[config.mk]
export PLATFORM = sky130hd
export DESIGN_NAME = polyline_plane_crossing_stream
export DESIGN_NICKNAME = d
export VERILOG_FILES = /design/src/design/pcs_pkg.sv /design/src/design/pcs_dot.sv /design/src/design/polyline_plane_crossing_stream.sv
export SDC_FILE = /design/constraint.sdc
export NUM_CORES = 2
export LEC_CHECK = 0
export BUFFER_PORTS_ARGS = -buffer_cell sky130_fd_sc_hd__clkbuf_2
export CORE_MARGIN = 4
export CORE_UTILIZATION = 30
export DETAILED_ROUTE_END_ITERATION = 8
export GPL_TIMING_DRIVEN = 0
export MAX_ROUTING_LAYER = met4
export PLACE_DENSITY = 0.55
export SLEW_MARGIN = 20
export SYNTH_ARGS = -nofsm -noshare
export SYNTH_HDL_FRONTEND = slang
export SYNTH_HIERARCHICAL = 1
export SYNTH_SLANG_ARGS = --single-unit
[constraint.sdc]
create_clock -name i_clk -period 53.9 [get_ports i_clk]
set_input_delay 0 -clock i_clk [delete_from_list [all_inputs] [get_ports i_clk]]
set_output_delay 0 -clock i_clk [all_outputs]
set_load 0.02 [all_outputs]
[src/design/pcs_pkg.sv]
// Package for the polyline plane crossing stream.
// Holds the shared widths, register indexes, result kinds and the serial unit status type.
// No dependencies.
package pcs_pkg;

    localparam int DATA_W = 32;
    localparam int NORM_W = 18;
    localparam int TOL_W = 31;
    localparam int DIST_W = 52;
    localparam int FRAC_W = 16;
    localparam int IDX_W = 16;
    localparam int CFG_IDX_W = 3;

    localparam int MAX_POINTS_DEF = 65536;
    localparam int COORD_BITS_DEF = 32;

    localparam logic [CFG_IDX_W-1:0] REG_ORG_X = 3'd0;
    localparam logic [CFG_IDX_W-1:0] REG_ORG_Y = 3'd1;
    localparam logic [CFG_IDX_W-1:0] REG_ORG_Z = 3'd2;
    localparam logic [CFG_IDX_W-1:0] REG_NRM_X = 3'd3;
    localparam logic [CFG_IDX_W-1:0] REG_NRM_Y = 3'd4;
    localparam logic [CFG_IDX_W-1:0] REG_NRM_Z = 3'd5;
    localparam logic [CFG_IDX_W-1:0] REG_TOL = 3'd6;

    localparam logic [1:0] KIND_SINGLE = 2'd0;
    localparam logic [1:0] KIND_INTERVAL = 2'd1;
    localparam logic [1:0] KIND_CROSS = 2'd2;

    typedef logic signed [DATA_W-1:0] t_coord;
    typedef logic signed [NORM_W-1:0] t_norm;
    typedef logic signed [DIST_W-1:0] t_dist;

    typedef struct packed {
        logic busy;
        logic done;
    } t_dot_stat;

endpackage

[src/design/pcs_dot.sv]
// Bit-serial dot product of (vertex - origin) with the plane normal.
// Walks the normal one bit a cycle from the sign bit down; depends on pcs_pkg.
module pcs_dot (
    input  logic                       i_clk,
    input  logic                       i_rst_n,
    input  logic                       i_start,
    input  pcs_pkg::t_coord [2:0]      i_v,
    input  pcs_pkg::t_coord [2:0]      i_org,
    input  pcs_pkg::t_norm  [2:0]      i_nrm,
    output pcs_pkg::t_dot_stat         o_stat,
    output pcs_pkg::t_dist             o_d
);
    localparam int CNT_W = $clog2(pcs_pkg::NORM_W);
    localparam logic [CNT_W-1:0] LAST_STEP = CNT_W'(pcs_pkg::NORM_W - 1);

    logic                        r_busy;
    logic                        r_done;
    logic [CNT_W-1:0]            r_cnt;
    pcs_pkg::t_norm [2:0]        r_nrm;
    pcs_pkg::t_dist              r_acc;
    pcs_pkg::t_dist              n_acc;
    logic signed [pcs_pkg::DATA_W:0] diff [3];
    pcs_pkg::t_dist              term [3];

    always_comb begin
        for (int k = 0; k < 3; k++) begin
            diff[k] = {i_v[k][pcs_pkg::DATA_W-1], i_v[k]}
                    - {i_org[k][pcs_pkg::DATA_W-1], i_org[k]};
            if (!r_nrm[k][pcs_pkg::NORM_W-1]) begin
                term[k] = '0;
            end else if (r_cnt == '0) begin
                term[k] = -pcs_pkg::DIST_W'(diff[k]);
            end else begin
                term[k] = pcs_pkg::DIST_W'(diff[k]);
            end
        end
        n_acc = (r_acc <<< 1) + term[0] + term[1] + term[2];
    end

    always_ff @(posedge i_clk) begin
        if (!i_rst_n) begin
            r_busy <= 1'b0;
            r_done <= 1'b0;
            r_cnt  <= '0;
        end else begin
            r_done <= 1'b0;
            if (i_start && !r_busy) begin
                r_busy <= 1'b1;
                r_cnt  <= '0;
            end else if (r_busy) begin
                r_cnt <= r_cnt + 1'b1;
                if (r_cnt == LAST_STEP) begin
                    r_busy <= 1'b0;
                    r_done <= 1'b1;
                end
            end
        end
    end

    always_ff @(posedge i_clk) begin
        if (i_start && !r_busy) begin
            r_nrm <= i_nrm;
            r_acc <= '0;
        end else if (r_busy) begin
            for (int k = 0; k < 3; k++) begin
                r_nrm[k] <= r_nrm[k] <<< 1;
            end
            r_acc <= n_acc;
        end
    end

    assign o_stat.busy = r_busy;
    assign o_stat.done = r_done;
    assign o_d = r_acc;

endmodule

[src/design/polyline_plane_crossing_stream.sv]
// Top level of the polyline plane crossing stream: configuration, run tracking,
// serial crossing divide with interpolation, and the output register. Uses pcs_pkg and pcs_dot.
//
//  Channel   Signals                                  Direction
//  vertex    i_in_valid / o_in_ready, i_vx..i_last_vertex   in
//  result    o_out_valid / i_out_ready, o_kind..o_qz        out
//  config    i_cfg_wr_en, i_cfg_index, i_cfg_data         in
//
// The serial dot product runs over the 18 normal bits; a vertex that completes a crossing then
// runs the divide for 16 steps, each feeding one fraction bit into the three interpolation
// accumulators. Reset is synchronous and active low. A result waits in the output register
// while the next vertex is already taken; a vertex with a result of its own that finds
// that register still full waits in its final step.
module polyline_plane_crossing_stream #(
    parameter int MAX_POINTS = pcs_pkg::MAX_POINTS_DEF,
    parameter int COORD_BITS = pcs_pkg::COORD_BITS_DEF
) (
    input  logic                              i_clk,
    input  logic                              i_rst_n,
    input  logic                              i_cfg_wr_en,
    input  logic [pcs_pkg::CFG_IDX_W-1:0]     i_cfg_index,
    input  logic [pcs_pkg::DATA_W-1:0]        i_cfg_data,
    input  logic                              i_in_valid,
    output logic                              o_in_ready,
    input  logic signed [pcs_pkg::DATA_W-1:0] i_vx,
    input  logic signed [pcs_pkg::DATA_W-1:0] i_vy,
    input  logic signed [pcs_pkg::DATA_W-1:0] i_vz,
    input  logic                              i_last_vertex,
    output logic                              o_out_valid,
    input  logic                              i_out_ready,
    output logic [1:0]                        o_kind,
    output logic [pcs_pkg::IDX_W-1:0]         o_start_index,
    output logic [pcs_pkg::IDX_W-1:0]         o_end_index,
    output logic [pcs_pkg::FRAC_W-1:0]        o_edge_fraction,
    output logic signed [pcs_pkg::DATA_W-1:0] o_px,
    output logic signed [pcs_pkg::DATA_W-1:0] o_py,
    output logic signed [pcs_pkg::DATA_W-1:0] o_pz,
    output logic signed [pcs_pkg::DATA_W-1:0] o_qx,
    output logic signed [pcs_pkg::DATA_W-1:0] o_qy,
    output logic signed [pcs_pkg::DATA_W-1:0] o_qz
);
    localparam int CBITS = (COORD_BITS > pcs_pkg::DATA_W) ? pcs_pkg::DATA_W : COORD_BITS;
    localparam int SH = pcs_pkg::DATA_W - CBITS;
    localparam int CNT_W = (MAX_POINTS > 1) ? $clog2(MAX_POINTS) : 1;
    localparam logic [CNT_W-1:0] CNT_LAST = CNT_W'(MAX_POINTS - 1);
    localparam int DIV_W = pcs_pkg::DIST_W + 1;
    localparam int MUL_W = pcs_pkg::DATA_W + 1 + pcs_pkg::FRAC_W;
    localparam int FCNT_W = $clog2(pcs_pkg::FRAC_W);
    localparam logic [FCNT_W-1:0] FRAC_LAST = FCNT_W'(pcs_pkg::FRAC_W - 1);

    localparam logic [2:0] ST_IDLE = 3'd0;
    localparam logic [2:0] ST_DOT = 3'd1;
    localparam logic [2:0] ST_DECIDE = 3'd2;
    localparam logic [2:0] ST_DIV = 3'd3;
    localparam logic [2:0] ST_FIN = 3'd4;

    function automatic pcs_pkg::t_coord f_sext(input logic [pcs_pkg::DATA_W-1:0] a);
        f_sext = $signed(a << SH) >>> SH;
    endfunction

    pcs_pkg::t_coord [2:0]        r_org;
    pcs_pkg::t_norm  [2:0]        r_nrm;
    logic [pcs_pkg::TOL_W-1:0]    r_tol;

    logic [2:0]                   r_state;
    pcs_pkg::t_coord [2:0]        r_v;
    logic                         r_last;
    pcs_pkg::t_dist               r_d;
    logic                         r_cur_on;

    logic [CNT_W-1:0]             r_idx;
    logic                         r_prev_valid;
    pcs_pkg::t_coord [2:0]        r_prev_pt;
    pcs_pkg::t_dist               r_prev_d;
    logic                         r_prev_on;
    logic [CNT_W-1:0]             r_rs_idx;
    pcs_pkg::t_coord [2:0]        r_rs_pt;
    logic                         r_many;

    logic [DIV_W-1:0]             r_rem;
    logic [DIV_W-1:0]             r_den;
    logic [pcs_pkg::FRAC_W-1:0]   r_quo;
    logic [FCNT_W-1:0]            r_fcnt;
    logic signed [MUL_W-1:0]      r_mul [3];

    logic                         r_pend;
    logic [1:0]                   r_pk_kind;
    logic [CNT_W-1:0]             r_pk_si;
    logic [CNT_W-1:0]             r_pk_ei;
    logic [pcs_pkg::FRAC_W-1:0]   r_pk_frac;
    pcs_pkg::t_coord [2:0]        r_pk_p;
    pcs_pkg::t_coord [2:0]        r_pk_q;

    logic                         r_ovalid;
    logic [1:0]                   r_o_kind;
    logic [pcs_pkg::IDX_W-1:0]    r_o_si;
    logic [pcs_pkg::IDX_W-1:0]    r_o_ei;
    logic [pcs_pkg::FRAC_W-1:0]   r_o_frac;
    pcs_pkg::t_coord [2:0]        r_o_p;
    pcs_pkg::t_coord [2:0]        r_o_q;

    pcs_pkg::t_dot_stat           dot_stat;
    pcs_pkg::t_dist               dot_d;
    logic                         dot_start;
    logic                         in_acc;
    logic [CNT_W-1:0]             prev_idx;
    logic [pcs_pkg::DIST_W-1:0]   d_mag;
    logic [pcs_pkg::DIST_W-1:0]   pd_mag;
    logic [pcs_pkg::DIST_W-1:0]   tol_sh;
    logic                         n_on;
    logic [DIV_W-1:0]             n_rem2;
    logic                         n_qbit;
    logic signed [MUL_W-1:0]      n_mul [3];
    pcs_pkg::t_coord [2:0]        n_ip;
    logic                         fin_go;

    assign o_in_ready = (r_state == ST_IDLE);
    assign in_acc = i_in_valid && o_in_ready;
    assign dot_start = (r_state == ST_DOT) && !dot_stat.busy && !dot_stat.done;

    pcs_dot u_dot (
        .i_clk   (i_clk),
        .i_rst_n (i_rst_n),
        .i_start (dot_start),
        .i_v     (r_v),
        .i_org   (r_org),
        .i_nrm   (r_nrm),
        .o_stat  (dot_stat),
        .o_d     (dot_d)
    );

    always_comb begin
        prev_idx = (r_idx == '0) ? CNT_LAST : r_idx - 1'b1;
        d_mag = r_d[pcs_pkg::DIST_W-1] ? pcs_pkg::DIST_W'(-r_d) : pcs_pkg::DIST_W'(r_d);
        pd_mag = r_prev_d[pcs_pkg::DIST_W-1] ? pcs_pkg::DIST_W'(-r_prev_d)
                                             : pcs_pkg::DIST_W'(r_prev_d);
        tol_sh = {{(pcs_pkg::DIST_W - pcs_pkg::TOL_W - 16){1'b0}}, r_tol, 16'd0};
        n_on = (d_mag <= tol_sh);
        n_rem2 = {r_rem[DIV_W-2:0], 1'b0};
        n_qbit = (n_rem2 >= r_den);
        for (int k = 0; k < 3; k++) begin
            n_mul[k] = (r_mul[k] <<< 1)
                     + (n_qbit ? MUL_W'($signed({r_v[k][pcs_pkg::DATA_W-1], r_v[k]})
                                 - $signed({r_prev_pt[k][pcs_pkg::DATA_W-1], r_prev_pt[k]}))
                               : MUL_W'(0));
            n_ip[k] = r_prev_pt[k] + pcs_pkg::DATA_W'(n_mul[k] >>> pcs_pkg::FRAC_W);
        end
        fin_go = !r_pend || !r_ovalid || i_out_ready;
    end

    always_ff @(posedge i_clk) begin
        if (!i_rst_n) begin
            r_org <= '0;
            r_nrm[0] <= '0;
            r_nrm[1] <= '0;
            r_nrm[2] <= pcs_pkg::NORM_W'(65536);
            r_tol <= '0;
        end else if (i_cfg_wr_en) begin
            case (i_cfg_index)
                pcs_pkg::REG_ORG_X: r_org[0] <= f_sext(i_cfg_data);
                pcs_pkg::REG_ORG_Y: r_org[1] <= f_sext(i_cfg_data);
                pcs_pkg::REG_ORG_Z: r_org[2] <= f_sext(i_cfg_data);
                pcs_pkg::REG_NRM_X: r_nrm[0] <= i_cfg_data[pcs_pkg::NORM_W-1:0];
                pcs_pkg::REG_NRM_Y: r_nrm[1] <= i_cfg_data[pcs_pkg::NORM_W-1:0];
                pcs_pkg::REG_NRM_Z: r_nrm[2] <= i_cfg_data[pcs_pkg::NORM_W-1:0];
                pcs_pkg::REG_TOL:   r_tol <= i_cfg_data[pcs_pkg::TOL_W-1:0];
                default: begin
                end
            endcase
        end
    end

    always_ff @(posedge i_clk) begin
        if (!i_rst_n) begin
            r_state <= ST_IDLE;
            r_idx <= '0;
            r_prev_valid <= 1'b0;
            r_prev_pt <= '0;
            r_prev_d <= '0;
            r_prev_on <= 1'b0;
            r_rs_idx <= '0;
            r_rs_pt <= '0;
            r_many <= 1'b0;
            r_pend <= 1'b0;
            r_ovalid <= 1'b0;
            r_fcnt <= '0;
        end else begin
            if (r_state == ST_FIN && fin_go && r_pend) begin
                r_ovalid <= 1'b1;
            end else if (r_ovalid && i_out_ready) begin
                r_ovalid <= 1'b0;
            end
            case (r_state)
                ST_IDLE: begin
                    if (in_acc) begin
                        r_v[0] <= f_sext(i_vx);
                        r_v[1] <= f_sext(i_vy);
                        r_v[2] <= f_sext(i_vz);
                        r_last <= i_last_vertex;
                        r_state <= ST_DOT;
                    end
                end
                ST_DOT: begin
                    if (dot_stat.done) begin
                        r_d <= dot_d;
                        r_state <= ST_DECIDE;
                    end
                end
                ST_DECIDE: begin
                    r_cur_on <= n_on;
                    r_pk_frac <= '0;
                    if (n_on) begin
                        if (r_prev_valid && r_prev_on) begin
                            r_many <= 1'b1;
                            r_pk_kind <= pcs_pkg::KIND_INTERVAL;
                            r_pk_si <= r_rs_idx;
                            r_pk_p <= r_rs_pt;
                        end else begin
                            r_rs_idx <= r_idx;
                            r_rs_pt <= r_v;
                            r_many <= 1'b0;
                            r_pk_kind <= pcs_pkg::KIND_SINGLE;
                            r_pk_si <= r_idx;
                            r_pk_p <= r_v;
                        end
                        r_pk_ei <= r_idx;
                        r_pk_q <= r_v;
                        r_pend <= r_last;
                        r_state <= ST_FIN;
                    end else if (r_prev_valid && r_prev_on) begin
                        r_pend <= 1'b1;
                        r_pk_kind <= r_many ? pcs_pkg::KIND_INTERVAL : pcs_pkg::KIND_SINGLE;
                        r_pk_si <= r_rs_idx;
                        r_pk_ei <= r_many ? prev_idx : r_rs_idx;
                        r_pk_p <= r_rs_pt;
                        r_pk_q <= r_many ? r_prev_pt : r_rs_pt;
                        r_state <= ST_FIN;
                    end else if (r_prev_valid
                                 && (r_prev_d[pcs_pkg::DIST_W-1] != r_d[pcs_pkg::DIST_W-1])) begin
                        r_rem <= {1'b0, pd_mag};
                        r_den <= {1'b0, pd_mag} + {1'b0, d_mag};
                        r_quo <= '0;
                        r_fcnt <= '0;
                        for (int k = 0; k < 3; k++) begin
                            r_mul[k] <= '0;
                        end
                        r_state <= ST_DIV;
                    end else begin
                        r_state <= ST_FIN;
                    end
                end
                ST_DIV: begin
                    r_rem <= n_qbit ? n_rem2 - r_den : n_rem2;
                    r_quo <= {r_quo[pcs_pkg::FRAC_W-2:0], n_qbit};
                    for (int k = 0; k < 3; k++) begin
                        r_mul[k] <= n_mul[k];
                    end
                    r_fcnt <= r_fcnt + 1'b1;
                    if (r_fcnt == FRAC_LAST) begin
                        r_pend <= 1'b1;
                        r_pk_kind <= pcs_pkg::KIND_CROSS;
                        r_pk_si <= prev_idx;
                        r_pk_ei <= prev_idx;
                        r_pk_frac <= {r_quo[pcs_pkg::FRAC_W-2:0], n_qbit};
                        r_pk_p <= n_ip;
                        r_pk_q <= n_ip;
                        r_state <= ST_FIN;
                    end
                end
                ST_FIN: begin
                    if (fin_go) begin
                        if (r_pend) begin
                            r_o_kind <= r_pk_kind;
                            r_o_si <= pcs_pkg::IDX_W'(r_pk_si);
                            r_o_ei <= pcs_pkg::IDX_W'(r_pk_ei);
                            r_o_frac <= r_pk_frac;
                            r_o_p <= r_pk_p;
                            r_o_q <= r_pk_q;
                        end
                        r_pend <= 1'b0;
                        if (r_last) begin
                            r_idx <= '0;
                            r_prev_valid <= 1'b0;
                            r_prev_pt <= '0;
                            r_prev_d <= '0;
                            r_prev_on <= 1'b0;
                            r_rs_idx <= '0;
                            r_rs_pt <= '0;
                            r_many <= 1'b0;
                        end else begin
                            r_idx <= (r_idx == CNT_LAST) ? '0 : r_idx + 1'b1;
                            r_prev_valid <= 1'b1;
                            r_prev_pt <= r_v;
                            r_prev_d <= r_d;
                            r_prev_on <= r_cur_on;
                        end
                        r_state <= ST_IDLE;
                    end
                end
                default: r_state <= ST_IDLE;
            endcase
        end
    end

    assign o_out_valid = r_ovalid;
    assign o_kind = r_o_kind;
    assign o_start_index = r_o_si;
    assign o_end_index = r_o_ei;
    assign o_edge_fraction = r_o_frac;
    assign o_px = r_o_p[0];
    assign o_py = r_o_p[1];
    assign o_pz = r_o_p[2];
    assign o_qx = r_o_q[0];
    assign o_qy = r_o_q[1];
    assign o_qz = r_o_q[2];

`ifndef SYNTH
    a_ready_drops: assert property (@(posedge i_clk) disable iff (!i_rst_n)
        in_acc |=> !o_in_ready)
        else $error("Vertex taken while the previous one was still in progress.");
    a_kind_legal: assert property (@(posedge i_clk) disable iff (!i_rst_n)
        o_out_valid |-> (o_kind == pcs_pkg::KIND_SINGLE || o_kind == pcs_pkg::KIND_INTERVAL
                         || o_kind == pcs_pkg::KIND_CROSS))
        else $error("Result word carries an undefined kind.");
    a_cross_point: assert property (@(posedge i_clk) disable iff (!i_rst_n)
        (o_out_valid && o_kind == pcs_pkg::KIND_CROSS)
            |-> (o_end_index == o_start_index && o_px == o_qx && o_py == o_qy && o_pz == o_qz))
        else $error("Crossing word has differing start and end.");
    a_run_fraction: assert property (@(posedge i_clk) disable iff (!i_rst_n)
        (o_out_valid && o_kind != pcs_pkg::KIND_CROSS) |-> (o_edge_fraction == '0))
        else $error("Run word carries a non-zero edge fraction.");
    a_dot_owner: assert property (@(posedge i_clk) disable iff (!i_rst_n)
        dot_stat.done |-> (r_state == ST_DOT))
        else $error("Dot product finished outside its step.");
`endif

endmodule

* Yosys cells after proc, flatten, opt, wreduce, memory -nomap -nowiden
Memory sizes are Yosys's and may differ from the RTL's.
Index checks and enable logic that the tools add are counted.
** Cells by class
- Add/sub/neg operators :: 26
- Multipliers :: 0
- Divide/modulo/power cells :: 0
- $lt $le $gt $ge :: 2
- Equal/unequal tests :: 24
- Shift operators :: 0
- Mux-type cells :: 103
- Bitwise operators :: 7
- Reductions and logical operators :: 46
** Operators by type and width (number)
- 2-to-1 mux 96 bit :: 11
- 2-to-1 mux 52 bit :: 13
- one-hot mux 96 bit (2 select lines) :: 3
- 2-to-1 mux 49 bit :: 6
- 2-to-1 mux 16 bit :: 14
- subtractor 32 x 32 -> 33 bit :: 6
- adder 52 bit :: 3
- negator 33 -> 52 bit :: 3
- adder 49 bit :: 3
- one-hot mux 16 bit (2 select lines) :: 4
- 2-to-1 mux 54 bit :: 2
- negator 52 bit :: 2
- one-hot mux 52 bit (2 select lines) :: 1
- adder 32 bit :: 3
- adder 52 x 52 -> 53 bit :: 1
- greater-or-equal comparator 53 bit :: 1
- <= comparator 52 x 47 -> 1 bit :: 1
- subtractor 52 bit :: 1
- 2-to-1 mux 15 bit :: 3
- one-hot mux 15 bit (2 select lines) :: 1
- 2-to-1 mux 1 bit :: 27
- AND reduction 4 bit :: 6
- 2-to-1 mux 3 bit :: 7
- AND reduction 2 bit :: 9
- other kinds (35) :: 77
** Storage, ports and cells
- Bits in registers :: 1336
- Bits in latches :: 0
- Memory bits (writable) :: 147
- Bits in read-only memories :: 0
- Input bits :: 137
- Output and inout port bits :: 244
- Logic and storage cells :: 268
- Memories :: 1
** Memories
- r_mul :: words 3, bits a word 49, read ports 3, clocked after memory_dff 0, wr ports 3, RTL line polyline_plane_crossing_stream.sv:84 : logic signed [MUL_W-1:0] r_mul [3];

* Longest topological paths before layout
- Depth after elaboration :: 9
- Mapped depth :: 40
- Gate-level depth less buffers :: 38

* Cells and area by module
Netlist, hierarchy kept.
** By module, submodules not included
- polyline_plane_crossing_stream :: times used 1, cells an instance 7751, area each 77175.3 µm², sequential area each 36264.8 µm²
- pcs_dot :: times used 1, cells an instance 2356, area each 18786.8 µm², sequential area each 2802.7 µm²

* Worst setup path before layout
Ideal clock, no wire load.
- Path kind :: reg2reg
- From :: reg r_d[19]
- To :: reg r_pk_ei[0], enable pin
- Setup time :: 0.947 ns
- Arrival :: 17.002 ns
- Required time :: 52.953 ns
- Slack :: 35.952 ns
- Cell stages (with the launch flop) :: 19
- Clock period less this slack :: 17.948 ns
- Path through :: edfxtp_1 or4_4 nor4_2 nand3b_1 or2_2 o41ai_1 xnor2_1 ha_1 nand4_1 nor4_1 nand4b_1 or4_1 a2111oi_0 nor3_1 or3b_1 buf_2 clkbuf_1 clkbuf_1 a31oi_1
** On the way
- Word-level cells in the longest chain between the ends :: 5
** RTL lines
- start, declared :: RTL line polyline_plane_crossing_stream.sv:68 : pcs_pkg::t_dist r_d;
- start signal, assigned :: RTL line polyline_plane_crossing_stream.sv:205 : r_d <= dot_d;
- negator 52 bit :: RTL line polyline_plane_crossing_stream.sv:134 : d_mag = r_d[pcs_pkg::DIST_W-1] ? pcs_pkg::DIST_W'(-r_d) : pcs_pkg::DIST_W'(r_d);
- 2-to-1 mux 52 bit (*) :: RTL line polyline_plane_crossing_stream.sv:134
- <= comparator 52 x 47 -> 1 bit (*) :: RTL line polyline_plane_crossing_stream.sv:138 : n_on = (d_mag <= tol_sh);
- != test 3 bit (no source line) (*)
- AND reduction 4 bit (no source line) (*)
- end signal, assigned :: RTL line polyline_plane_crossing_stream.sv:226 : r_pk_ei <= r_idx;
- end signal, assigned :: RTL line polyline_plane_crossing_stream.sv:234 : r_pk_ei <= r_many ? prev_idx : r_rs_idx;
- end signal, assigned :: RTL line polyline_plane_crossing_stream.sv:263 : r_pk_ei <= prev_idx;
- end, declared :: RTL line polyline_plane_crossing_stream.sv:89 : logic [CNT_W-1:0] r_pk_ei;
Every way passes the cells marked *; elsewhere a longest branch is shown, timed or not.
A chain may end at the register's enable or synchronous reset.

==> metrics.md <==
| Metric | Value |
|---|---|
| Hold Crit Start | `i_vz[8]` |
| Instance count along the most critical hold path | `2` |
| Top achievable clock speed | `75.22 MHz` |
| EDFF count, synth | `949` |
| GRT Resource Usage Total | `23.60%` |
| Clock tree from TritonCTS | `built` |
| Estimated wirelength of the detail-placed design | `311400 um` |
| Clk sinks | `1477` |
| Post-layout nets | `11835` |
| Delay of the slowest cell on the worst path | `0.92 ns` |
| FF+latch count, synth | `1477` |
| Post-synthesis to final-layout area growth | `18.00%` |
| Final weighted congestion in routability-driven placement | `0.9796` |
| Crit. End Element | `flop` |
| Placed Instances | `14727` |
| Routed met2 length | `171100 um` |
| Initial antenna violation count | `44` |
| Final setup TNS | `0 ns` |
| Clock transition at path regs | `0.06 ns` |
| Maximum vdd ir drop | `0.03493 mV` |
| Initial cell density of the core | `30.15%` |
| Arrival time at the worst endpoint | `13.86 ns` |
| Die ar. | `329000 um2` |
| Type of the most critical hold path | `input pin to flop` |
| WHS | `0.02134 ns` |
| Vias in the first global route | `77964` |
| Count of vias placed by the detailed router | `83393` |
| Number of slew-limit violations in the final report | `0` |
| Maximum number of pins on one net before global-route repair | `49` |
| Post-Syn Instances | `10107` |
| Antenna viol nets, final | `0` |
| Non-filler instance count after layout | `15316` |
| Iteration-0 DRC count of the detailed router | `8781` |
| CTS Root Buffer Type | `clkbuf_16` |
| Clock latency of the later-clocked register in the worst-skew pair | `0.89 ns` |
| Outcome | `complete, no violations` |
| Post-synthesis average cell area | `9.495 um2` |
| Reg2reg end | `r_pk_q[63]` |
| Buffers from clock root to sink, at most | `4` |
| Areal power density over the cells | `38.96 nW/um2` |
| Count of boundary I/O pins | `381` |
| Ys Warns | `6` |
| DRC Markers | `0` |
| Horizontal die dimension | `573.6 um` |
| Reg-to-Reg Start | `r_rem[4]` |
| Cell Area, Synth | `95960 um2` |
| Final routed wire length divided by cell count | `25.75 um` |
| Yosys cell types | `106` |
| Detailed-routed wire length on met3 | `32520 um` |
| Fraction of final layout cells sized beyond drive strength 1 | `8.838%` |
| Routed vias/inst | `5.445` |
| Number of optimization iterations in the first detailed-route pass | `9` |
| Worst clock skew on the final layout | `0.06400 ns` |
| Share of synthesized registers carrying an async set or reset | `0%` |
| Number of port buffers | `378` |
| Total of endpoints with negative setup slack in the final report | `0` |
| Slew at the pin closest to its max-slew limit | `1.244 ns` |
| Total nets after synthesis | `10981` |
| Worst EP required | `54.47 ns` |
| WL final | `394400 um` |
| DRT met1 WL | `171500 um` |
| Leakage power summed over all cells | `42.93 nW` |
| Floorplan row count | `207` |
| Grt total ovfl | `0` |
| Reg2reg path depth | `34` |
| Cell with the largest stage delay on the worst path | `buf_1` |
| Commonest non-fill, non-tap cell in the layout | `nand2_1` |
| Depth of the CTS H-tree | `4` |
| Setup slack on the worst flop-to-flop path | `40.61 ns` |
| Unrepaired setup endpoints after global routing | `no` |
| Final worst path period need | `13.29 ns` |
| Max Cap Violations | `0` |
| Hold EP | `r_v[72]` |
| Die height | `573.6 um` |
| Final clock period utilization by the worst path | `24.66%` |
| Primary FF master, synth | `edfxtp_1` |
| Post-route cell area | `113200 um2` |
| Finished Core Util | `35.58%` |
| Share of the yosys chip area belonging to registers | `40.71%` |
| Top routing layer used | `met4` |
| Most frequent cells in the layout | `1125 x nand2_1, 949 x edfxtp_1, 660 x o21ai_0` |
| Number of buffers added by the clock tree synthesis step | `181` |
| Start-to-end type of the worst setup path | `flop to flop` |
| Type of element launching the critical path | `flop` |
| Number of buffers inserted to repair setup after CTS | `0` |
| Placed Instance Area | `104700 um2` |
| CORE AREA | `318300 um2` |
| Wire length of the first global-routing pass | `558700 um` |
| Peak fanout along the critical path | `10` |
| Number of failing hold endpoints at the final stage | `0` |
| Worst slew slack as a fraction of its limit | `17.10%` |
| Most used cell along the critical path | `o21ai_0` |
area by class of cell:
type / count / area [um2]
clock inverter: 110 / 1269
sequential: 1477 / 39070
timing repair buffer: 671 / 5682
buffer: 475 / 1958
antenna: 25 / 62.56
clock buffer: 223 / 4875
multi-input combinational: 7606 / 53030
tap: 4180 / 5230
inverter: 549 / 2061
fill: 32468 / 205100
cell families (layout without fill, tap and decap cells):
kind of cell,Yosys count,in the layout,share of synthesized area (%)
flip-flops,1477,1477,40.71
AND/OR/NAND/NOR,2945,2945,15.05
other,0,25,0
XOR/XNOR,660,660,6.067
adder cells (fa/ha/maj),737,737,10.52
multiplexers,261,261,2.799
buffers and inverters,1024,2028,4.127
AO/OA/AOI/OAI,3003,3003,20.73
through the flow:
stage,power [mW],worst slack [ns]
2_1_floorplan,2.565,35.95
3_3_place_gp,3.091,24.22
3_5_place_dp,3.079,41.00
4_1_cts,4.397,40.89
5_1_grt,4.643,40.11
6_report,4.411,40.61
cells in the mapped netlist, types with 148 or more instances:
master,n,share of area (%)
nand2_1,1125,4.4
edfxtp_1,949,30
o21ai_0,664,3.5
ha_1,621,8.1
a21oi_1,607,3.2
inv_1,546,2.1
dfxtp_1,528,11
nor2_1,526,2.1
xnor2_1,422,3.9
clkbuf_1,412,1.6
a21boi_0,350,2.7
a21o_1,326,2.6
xor2_1,235,2.1
mux2i_1,202,2.1
and2_1,180,1.2
nand3b_1,160,1.3
nand3_1,148,0.77
worst max path at each step:
stage | from | to | depth (start not counted)
3_3_place_gp | r_d[51] | r_pk_p[41] | 18
2_1_floorplan | r_d[19] | r_pk_ei[0] | 18
4_1_cts | r_rem[4] | r_pk_q[63] | 34
3_5_place_dp | r_rem[4] | r_pk_q[63] | 34
6_report | r_rem[4] | r_pk_q[63] | 34
5_1_grt | r_rem[4] | r_pk_q[63] | 34
flip-flops by register name, summed over array words and instances (netlist names), 32 cells and up:
| register | cells |
|---|---|
| u_dot/o_d | 52 |
| o_qy | 32 |
| o_qz | 32 |
| o_pz | 32 |
| r_den | 53 |
| r_pk_q | 96 |
| r_nrm | 54 |
| r_rem | 52 |
| r_pk_p | 96 |
| o_qx | 32 |
| o_px | 32 |
| r_prev_d | 52 |
| r_prev_pt | 96 |
| r_d | 52 |
| r_rs_pt | 96 |
| o_py | 32 |
| r_v | 96 |
| u_dot/r_nrm | 54 |
| r_org | 96 |
| r_mul | 141 |
routing by layer:
metal	vias to the layer above	global-route usage, %
met5	-	-
met4	0	9.739
met3	631	4.023
met2	3470	35.29
met1	40729	31.55
li1	38563	-
critical path: cells and delay by family, from the launching register on:
family	cells	cell delay [ns]
simple gates	4	0.63
xor+xnor	2	1.06
buf+inv	4	2.52
flops	1	0.41
fa+ha+maj	3	1.04
compound gates	21	7.29
what timing repair did:
item                      CTS  global route
gates resized for setup     0             0
hold buffers              231             0
hold endpoints to repair  306             0
report_power, final:
part,switching [mW],internal (mW)
registers,0.0706,1.27
clock network,0.537,0.750
logic,1.10,0.679
(Power assumes the default switching activity.)
